### src/hdl/psmt_pkg.sv
// Shared types and codes for the priority subscriber match table.
// No dependencies.
`default_nettype none
package psmt_pkg;
	localparam logic [1:0] OP_SUB   = 2'd0;
	localparam logic [1:0] OP_UNSUB = 2'd1;
	localparam logic [1:0] OP_PUB   = 2'd2;

	localparam logic [1:0] ST_OK      = 2'd0;
	localparam logic [1:0] ST_FULL    = 2'd1;
	localparam logic [1:0] ST_NOSLOT  = 2'd2;
	localparam logic [1:0] ST_BADTYPE = 2'd3;

	localparam int MAX_RESULTS = 32;

	typedef struct packed {
		logic [7:0]  category;
		logic [7:0]  event_id;
		logic [7:0]  priority_v;
		logic [15:0] handle;
	} entry_t;
endpackage
`default_nettype wire

### src/hdl/psmt_mem.sv
// Synchronous memory with one write and one registered read port.
// No dependencies.
`default_nettype none
module psmt_mem #(
	parameter int SLOTS = 32,
	parameter int AW = 5,
	parameter int DW = 8
) (
	input  wire logic          clk,
	input  wire logic          we,
	input  wire logic [AW-1:0] waddr,
	input  wire logic [DW-1:0] wdata,
	input  wire logic [AW-1:0] raddr,
	output logic      [DW-1:0] rdata
);
	logic [DW-1:0] mem [SLOTS];

	always_ff @(posedge clk) begin
		if (we)
			mem[waddr] <= wdata;
		rdata <= mem[raddr];
	end
endmodule
`default_nettype wire

### src/hdl/priority_subscriber_match_table_top.sv
// Top level of the priority subscriber match table: sequencer and memories.
// Depends on psmt_pkg and psmt_mem.
`default_nettype none
// Subscribers live in memories (entry data, next and prev links) chained into
// a priority-ordered list; a registered memory read sets the pace. An item is
// handled one at a time. Subscribe walks the list to its position (a read and
// a check state per entry passed), then links in. Unsubscribe reads its links,
// then rewrites the neighbours. Rejected items (table full, unused slot, bad
// event type) answer without a walk. Publish walks the list to its end or to
// MAX_RESULTS matches, each match giving a transaction on the result side; a
// match is held back until the next one or the end of the walk so that the
// final one carries last; a stalled result side stalls the walk at a match or
// its end. Slot allocation is a priority encode over in-use flip-flops.
module priority_subscriber_match_table_top #(
	parameter int SLOTS = 32
) (
	input  wire logic        clk,
	input  wire logic        arst_n,
	input  wire logic        in_valid,
	output logic             in_ready,
	input  wire logic [1:0]  op,
	input  wire logic [7:0]  category,
	input  wire logic [7:0]  event_id,
	input  wire logic [7:0]  priority_req,
	input  wire logic [15:0] handle,
	input  wire logic [4:0]  slot,
	output logic             out_valid,
	input  wire logic        out_ready,
	output logic [1:0]       status,
	output logic             matched,
	output logic [4:0]       out_slot,
	output logic [15:0]      out_handle,
	output logic             last
);
	import psmt_pkg::*;

	localparam int AW = (SLOTS > 1) ? $clog2(SLOTS) : 1;
	localparam int LW = AW + 1;
	localparam int EW = $bits(entry_t);
	localparam logic [LW-1:0] NIL = LW'(SLOTS);
	localparam int CW = $clog2(SLOTS + 1);

	typedef enum logic [3:0] {
		S_IDLE, S_SUB_RD, S_SUB_CHK, S_SUB_LINK, S_SUB_FIX,
		S_UN_RD, S_UN_W1, S_UN_W2,
		S_PUB_RD, S_PUB_CHK, S_OUT
	} state_t;

	state_t state_q;
	logic [SLOTS-1:0] used_q;
	logic [LW-1:0] head_q, cur_q, prv_q, nx_q, pv_q;
	logic [AW-1:0] idx_q;
	logic [7:0] cat_q, id_q, prio_q;
	logic [15:0] hdl_q;
	logic [CW-1:0] guard_q;
	logic [5:0] nres_q;
	logic any_q;
	logic [4:0] hold_slot_q;
	logic [15:0] hold_handle_q;

	// Entry / link memories
	logic e_we, n_we, p_we;
	logic [AW-1:0] e_wa, n_wa, p_wa, rd_a;
	entry_t e_wd, e_rd;
	logic [LW-1:0] n_wd, p_wd, n_rd, p_rd;

	psmt_mem #(.SLOTS(SLOTS), .AW(AW), .DW(EW)) u_ent (
		.clk, .we(e_we), .waddr(e_wa), .wdata(e_wd), .raddr(rd_a), .rdata(e_rd));
	psmt_mem #(.SLOTS(SLOTS), .AW(AW), .DW(LW)) u_nxt (
		.clk, .we(n_we), .waddr(n_wa), .wdata(n_wd), .raddr(rd_a), .rdata(n_rd));
	psmt_mem #(.SLOTS(SLOTS), .AW(AW), .DW(LW)) u_prv (
		.clk, .we(p_we), .waddr(p_wa), .wdata(p_wd), .raddr(rd_a), .rdata(p_rd));

	// lowest free slot
	logic [AW-1:0] free_idx;
	logic full;
	always_comb begin
		free_idx = '0;
		full = 1'b1;
		for (int i = SLOTS - 1; i >= 0; i--)
			if (!used_q[i]) begin
				free_idx = AW'(i);
				full = 1'b0;
			end
	end

	logic walk_ok;
	assign walk_ok = (cur_q != NIL) && (guard_q < CW'(SLOTS));
	logic slot_ok;
	assign slot_ok = (int'(slot) < SLOTS) && used_q[AW'(slot)];

	logic hit;
	assign hit = (e_rd.category == 8'd0) ||
		((e_rd.category == cat_q) && ((e_rd.event_id == id_q) || (e_rd.event_id == 8'd0)));

	assign in_ready = (state_q == S_IDLE) && !out_valid;

	always_comb begin
		rd_a = cur_q[AW-1:0];
		e_we = 1'b0; e_wa = idx_q; e_wd = '{cat_q, id_q, prio_q, hdl_q};
		n_we = 1'b0; n_wa = idx_q; n_wd = cur_q;
		p_we = 1'b0; p_wa = idx_q; p_wd = prv_q;
		unique case (state_q)
			S_SUB_LINK: begin
				n_we = 1'b1;
				p_we = 1'b1;
			end
			S_SUB_FIX: begin
				n_we = (prv_q != NIL); n_wa = prv_q[AW-1:0]; n_wd = {1'b0, idx_q};
				p_we = (cur_q != NIL); p_wa = cur_q[AW-1:0]; p_wd = {1'b0, idx_q};
			end
			S_UN_RD: rd_a = idx_q;
			S_UN_W2: begin
				n_we = (pv_q != NIL); n_wa = pv_q[AW-1:0]; n_wd = nx_q;
				p_we = (nx_q != NIL); p_wa = nx_q[AW-1:0]; p_wd = pv_q;
			end
			default: ;
		endcase
		if (state_q == S_IDLE && in_valid && in_ready && op == OP_SUB && !full) begin
			e_we = 1'b1;
			e_wa = free_idx;
			e_wd = '{category, event_id, priority_req, handle};
		end
	end

	always_ff @(posedge clk or negedge arst_n) begin
		if (!arst_n) begin
			state_q <= S_IDLE;
			used_q <= '0;
			head_q <= NIL;
			out_valid <= 1'b0;
			cur_q <= NIL; prv_q <= NIL; nx_q <= NIL; pv_q <= NIL;
			idx_q <= '0; guard_q <= '0; nres_q <= '0; any_q <= 1'b0;
			hold_slot_q <= '0; hold_handle_q <= '0;
			cat_q <= '0; id_q <= '0; prio_q <= '0; hdl_q <= '0;
			status <= '0; matched <= 1'b0; out_slot <= '0; out_handle <= '0; last <= 1'b0;
		end else begin
			unique case (state_q)
				S_IDLE: if (in_valid && in_ready) begin
					cat_q <= category; id_q <= event_id; prio_q <= priority_req;
					hdl_q <= handle;
					cur_q <= head_q; prv_q <= NIL; guard_q <= '0;
					nres_q <= '0; any_q <= 1'b0;
					status <= ST_OK; matched <= 1'b0; out_slot <= '0;
					out_handle <= '0; last <= 1'b1;
					unique case (op)
						OP_SUB: if (full) begin
							status <= ST_FULL; out_valid <= 1'b1;
							state_q <= S_OUT;
						end else begin
							idx_q <= free_idx;
							used_q[free_idx] <= 1'b1;
							state_q <= S_SUB_RD;
						end
						OP_UNSUB: begin
							out_slot <= slot;
							if (!slot_ok) begin
								status <= ST_NOSLOT; out_valid <= 1'b1;
								state_q <= S_OUT;
							end else begin
								idx_q <= AW'(slot);
								state_q <= S_UN_RD;
							end
						end
						OP_PUB: if (category == 8'd0 || event_id == 8'd0) begin
							status <= ST_BADTYPE; out_valid <= 1'b1;
							state_q <= S_OUT;
						end else
							state_q <= S_PUB_RD;
						default: ;
					endcase
				end
				S_SUB_RD: state_q <= walk_ok ? S_SUB_CHK : S_SUB_LINK;
				S_SUB_CHK:
					if (e_rd.priority_v <= prio_q) begin
						prv_q <= cur_q;
						cur_q <= n_rd;
						guard_q <= guard_q + CW'(1);
						state_q <= S_SUB_RD;
					end else
						state_q <= S_SUB_LINK;
				S_SUB_LINK: state_q <= S_SUB_FIX;
				S_SUB_FIX: begin
					if (prv_q == NIL) head_q <= {1'b0, idx_q};
					out_slot <= 5'(idx_q);
					out_valid <= 1'b1;
					state_q <= S_OUT;
				end
				S_UN_RD: state_q <= S_UN_W1;
				S_UN_W1: begin
					nx_q <= n_rd; pv_q <= p_rd;
					state_q <= S_UN_W2;
				end
				S_UN_W2: begin
					if (pv_q == NIL) head_q <= nx_q;
					used_q[idx_q] <= 1'b0;
					out_valid <= 1'b1;
					state_q <= S_OUT;
				end
				S_PUB_RD:
					if (walk_ok && nres_q < 6'(MAX_RESULTS)) begin
						if (out_ready) out_valid <= 1'b0;
						state_q <= S_PUB_CHK;
					end else if (!out_valid || out_ready) begin
						// end of walk: held match goes out as the final one
						matched <= any_q;
						out_slot <= any_q ? hold_slot_q : 5'd0;
						out_handle <= any_q ? hold_handle_q : 16'd0;
						last <= 1'b1;
						out_valid <= 1'b1;
						state_q <= S_OUT;
					end
				S_PUB_CHK:
					if (!hit) begin
						cur_q <= n_rd;
						guard_q <= guard_q + CW'(1);
						if (out_ready) out_valid <= 1'b0;
						state_q <= S_PUB_RD;
					end else if (!out_valid || out_ready) begin
						// a new match releases the one held before it
						cur_q <= n_rd;
						guard_q <= guard_q + CW'(1);
						any_q <= 1'b1;
						nres_q <= nres_q + 6'd1;
						hold_slot_q <= 5'(cur_q[AW-1:0]);
						hold_handle_q <= e_rd.handle;
						out_valid <= any_q;
						matched <= 1'b1; out_slot <= hold_slot_q;
						out_handle <= hold_handle_q; last <= 1'b0;
						state_q <= S_PUB_RD;
					end
				S_OUT: if (out_ready) begin
					out_valid <= 1'b0;
					state_q <= S_IDLE;
				end
				default: state_q <= S_IDLE;
			endcase
		end
	end
endmodule
`default_nettype wire
### config.mk
export PLATFORM = sky130hd
export DESIGN_NAME = priority_subscriber_match_table_top
export DESIGN_NICKNAME = d
export VERILOG_FILES = /design/src/hdl/psmt_pkg.sv /design/src/hdl/psmt_mem.sv /design/src/hdl/priority_subscriber_match_table_top.sv
export SDC_FILE = /design/constraint.sdc
export NUM_CORES = 2
export LEC_CHECK = 0
export BUFFER_PORTS_ARGS = -buffer_cell sky130_fd_sc_hd__buf_2
export CORE_ASPECT_RATIO = 0.75
export CORE_MARGIN = 2
export CORE_UTILIZATION = 59
export CTS_CLUSTER_DIAMETER = 150
export DETAILED_ROUTE_END_ITERATION = 8
export MAX_ROUTING_LAYER = met4
export PLACE_DENSITY = 0.75
export SLEW_MARGIN = 5
export SYNTH_ARGS = -nofsm -noshare
export SYNTH_HDL_FRONTEND = slang
export SYNTH_HIERARCHICAL = 1
export SYNTH_SLANG_ARGS = --single-unit
### constraint.sdc
create_clock -name clk -period 5.6 [get_ports clk]
set_input_delay 0.56 -clock clk [delete_from_list [all_inputs] [get_ports clk]]
set_output_delay 0.56 -clock clk [all_outputs]
set_load 0.02 [all_outputs]
==> flow_summary.json <==
{
  "status": "finished clean",
  "maxSlewHeadroom": 0.115,
  "drt-pass1-iter-count": 6,
  "syn-num-nets": 4649,
  "yosys_warnings": 6,
  "timing.fmax_ghz": 0.206,
  "syn_to_final_growth_pct": 11.6,
  "cp_data_arrival_time_ns": 5.33,
  "final_util": 0.664,
  "ff2ff_setup_slack_ns": 0.74,
  "hold_violations": 0,
  "clk_pin_slew_ns": 0.06,
  "reg2reg_depth": 8,
  "p_leak_nw": 29.5,
  "place_congestion": 0.915,
  "rsz0062_at_grt": "no",
  "netSwitchingPower_mw": 13.9,
  "cts_buffers": 170,
  "antenna_found_initial": 2,
  "cp-end-kind": "flop",
  "slowest_stage": "nor2_4",
  "fin_crit_sh": 0.868,
  "initial_core_util": 0.595,
  "synthCells": 4584,
  "netlist-cell-type-count": 76,
  "syn_area_sq_um": 75400,
  "first_global_vias": 41300,
  "wl_per_cell_microns": 29.0,
  "boundaryPins": 78,
  "clockPowerShare": 0.275,
  "die_w_microns": 417,
  "multi_input_area_sq_um": 18900,
  "layout_commonest_cell": "edfxtp_1",
  "drv_cap": 0,
  "cts.sinks": 1887,
  "grt_pass1_wl_mm": 279,
  "port_buffers": 77,
  "min_period_ns": 4.86,
  "grt.overflow.total": 0,
  "avgSynthCellArea_sq_um": 16.4,
  "power_frac_seq": 0.428,
  "vias": 43300,
  "cts_tree": "done",
  "startpoint": "state_q[3]",
  "rr_startpoint": "state_q[3]",
  "drc": 0,
  "drive_above_1_share": 0.142,
  "critPathMaxFanout": 53,
  "grt.total_usage": 0.301,
  "cpPeakStageDelay_ns": 0.76,
  "ir_drop_mv": 0.382,
  "synth_edf_count": 1664,
  "post_cts_buffers": 0,
  "insertion_delay_ns": 0.81,
  "p_int_mw": 28.6,
  "clockBufferDepth": 3,
  "cts.htree.levels": 4,
  "drv_slew": 0,
  "ff_latch_area_sq_um": 55300,
  "finalSetupViolations": 0,
  "fp.coreArea_sq_um": 127000,
  "path_class": "flop to flop",
  "tns_ns": 0,
  "hpwlAfterDp_mm": 111,
  "hold_buffers": 27,
  "combPwrFrac": 0.297,
  "die_y_microns": 314,
  "drt-vias-per-instance": 6.59,
  "root_buffer": "clkbuf_16",
  "grt_max_degree": 94,
  "antenna_left": 0,
  "die-area_sq_um": 131000,
  "power.density_nw_per_um2": 505,
  "r2r-end": "u_ent/mem[29][1]",
  "path_cells": "nor4_4 -> and2_2 -> buf_4 -> a31oi_1 -> a31oi_1 -> nand3_1 -> nor2_4 -> buf_12",
  "path_common_cell": "a31oi_1",
  "ys_ff_latch": 1887,
  "nets": 4814,
  "skew_ns": 0.0366,
  "totalWireLength_mm": 190,
  "startpoint_type": "flop",
  "drtIter0Drc": 6552,
  "async_flop_share": 0.0906,
  "hp-class": "primary input to flop",
  "required_ns": 6.07,
  "critical_path.endpoint": "u_ent/mem[29][1]",
  "worstMarginPinSlew_ns": 1.32,
  "p_total_mw": 42.5,
  "whs_ns": 0.0609,
  "synthFlopType": "edfxtp_1",
  "rows": 113,
  "layout_common_cells": "edfxtp_1, mux2i_1, nand2_1, clkbuf_16, dfrtp_1",
  "cts_resized": 0,
  "swShare": 0.327,
  "fill_cells": 8382,
  "synth-seq-area-share": 0.734
}
-- sequential cells by signal (all words and copies together) (netlist names), 16 cells and up --
name / flops
hdl_q: 16
u_ent/mem: 1280
used_q: 32
hold_handle_q: 16
u_prv/mem: 192
out_handle: 16
u_nxt/mem: 192
u_ent/rdata: 40
-- layout make-up --
| type | count | area share |
|---|---|---|
| inverters | 35 | 0.00156 |
| flip-flops and latches | 1887 | 0.658 |
| clock inverters | 98 | 0.0120 |
| clock buffers | 219 | 0.0542 |
| multi-input cells | 2418 | 0.225 |
| diodes | 1 | 0.0000298 |
| well taps | 1667 | 0.0248 |
| repair buffers | 237 | 0.0251 |
-- synthesized netlist by cell type (71+ instances only) --
cell type / number / area, sq um
edfxtp_1: 1664 / 50000
mux2i_1: 652 / 6530
nand2_1: 486 / 1820
dfrtp_1: 166 / 4150
a21oi_1: 157 / 786
nand3_1: 142 / 711
nor2_1: 136 / 510
a22oi_1: 131 / 983
mux4_2: 128 / 2880
clkbuf_1: 114 / 428
a22o_1: 100 / 876
o21ai_0: 71 / 355
-- kinds of logic after synthesis --
group,Yosys count,synth area share
and+or+nand+nor,953,0.0567
AOI/OAI and AO/OA,608,0.0538
DFF,1887,0.734
buffers and inverters,279,0.0198
xor gates and xnor gates,17,0.00198
adders and majority gates,14,0.00232
muxes,826,0.132
-- critical path: cells and delay by family (launching register included) --
family / cells / cell delay [ns]
AOI/OAI and AO/OA: 2 / 0.85
buffers and inverters: 2 / 0.83
DFF: 1 / 0.59
and+or+nand+nor: 4 / 2.20
-- worst min-delay path by stage --
stage | to | slack, ns | from | cells after the start
after floorplan | any_q | 0.26 | arst_n | 0
after detailed placement | hold_handle_q[6] | 0.41 | u_ent/rdata[6] | 2
final | hdl_q[3] | 0.06 | handle[3] | 3
after global routing | hdl_q[3] | 0.04 | handle[3] | 3
after CTS | hdl_q[3] | 0.02 | handle[3] | 3
after global placement | hold_handle_q[6] | 0.41 | u_ent/rdata[6] | 2
-- per-stage QoR --
stage | worst slack [ns] | instance area (sq um) | instances
floorplan | 0.974 | 75400 | 4584
global placement | 0.867 | 78200 | 6217
global route | 0.552 | 84100 | 6562
CTS | 0.761 | 84100 | 6561
finish | 0.740 | 84100 | 6562
detailed placement | 0.789 | 78200 | 6217
-- power groups by stage --
| stage | sequential (mW) | clock (mW) | combinational, mW |
|---|---|---|---|
| after detailed placement | 18.5 | 0 | 12.3 |
| after global placement | 18.4 | 0 | 12.1 |
| after CTS | 18.2 | 11.8 | 12.4 |
| final | 18.2 | 11.7 | 12.6 |
| after global routing | 18.2 | 12.3 | 13.4 |
| after floorplan | 18.1 | 0 | 8.64 |
-- metal layers --
metal	global-route usage	share of wire	up-vias
li1	-	-	18200
met2	0.419	0.44	2713
met5	-	0	-
met3	0.0579	0.11	367
met1	0.451	0.42	22000
met4	0.102	0.034	0
Power figures use the tool's default switching activity.
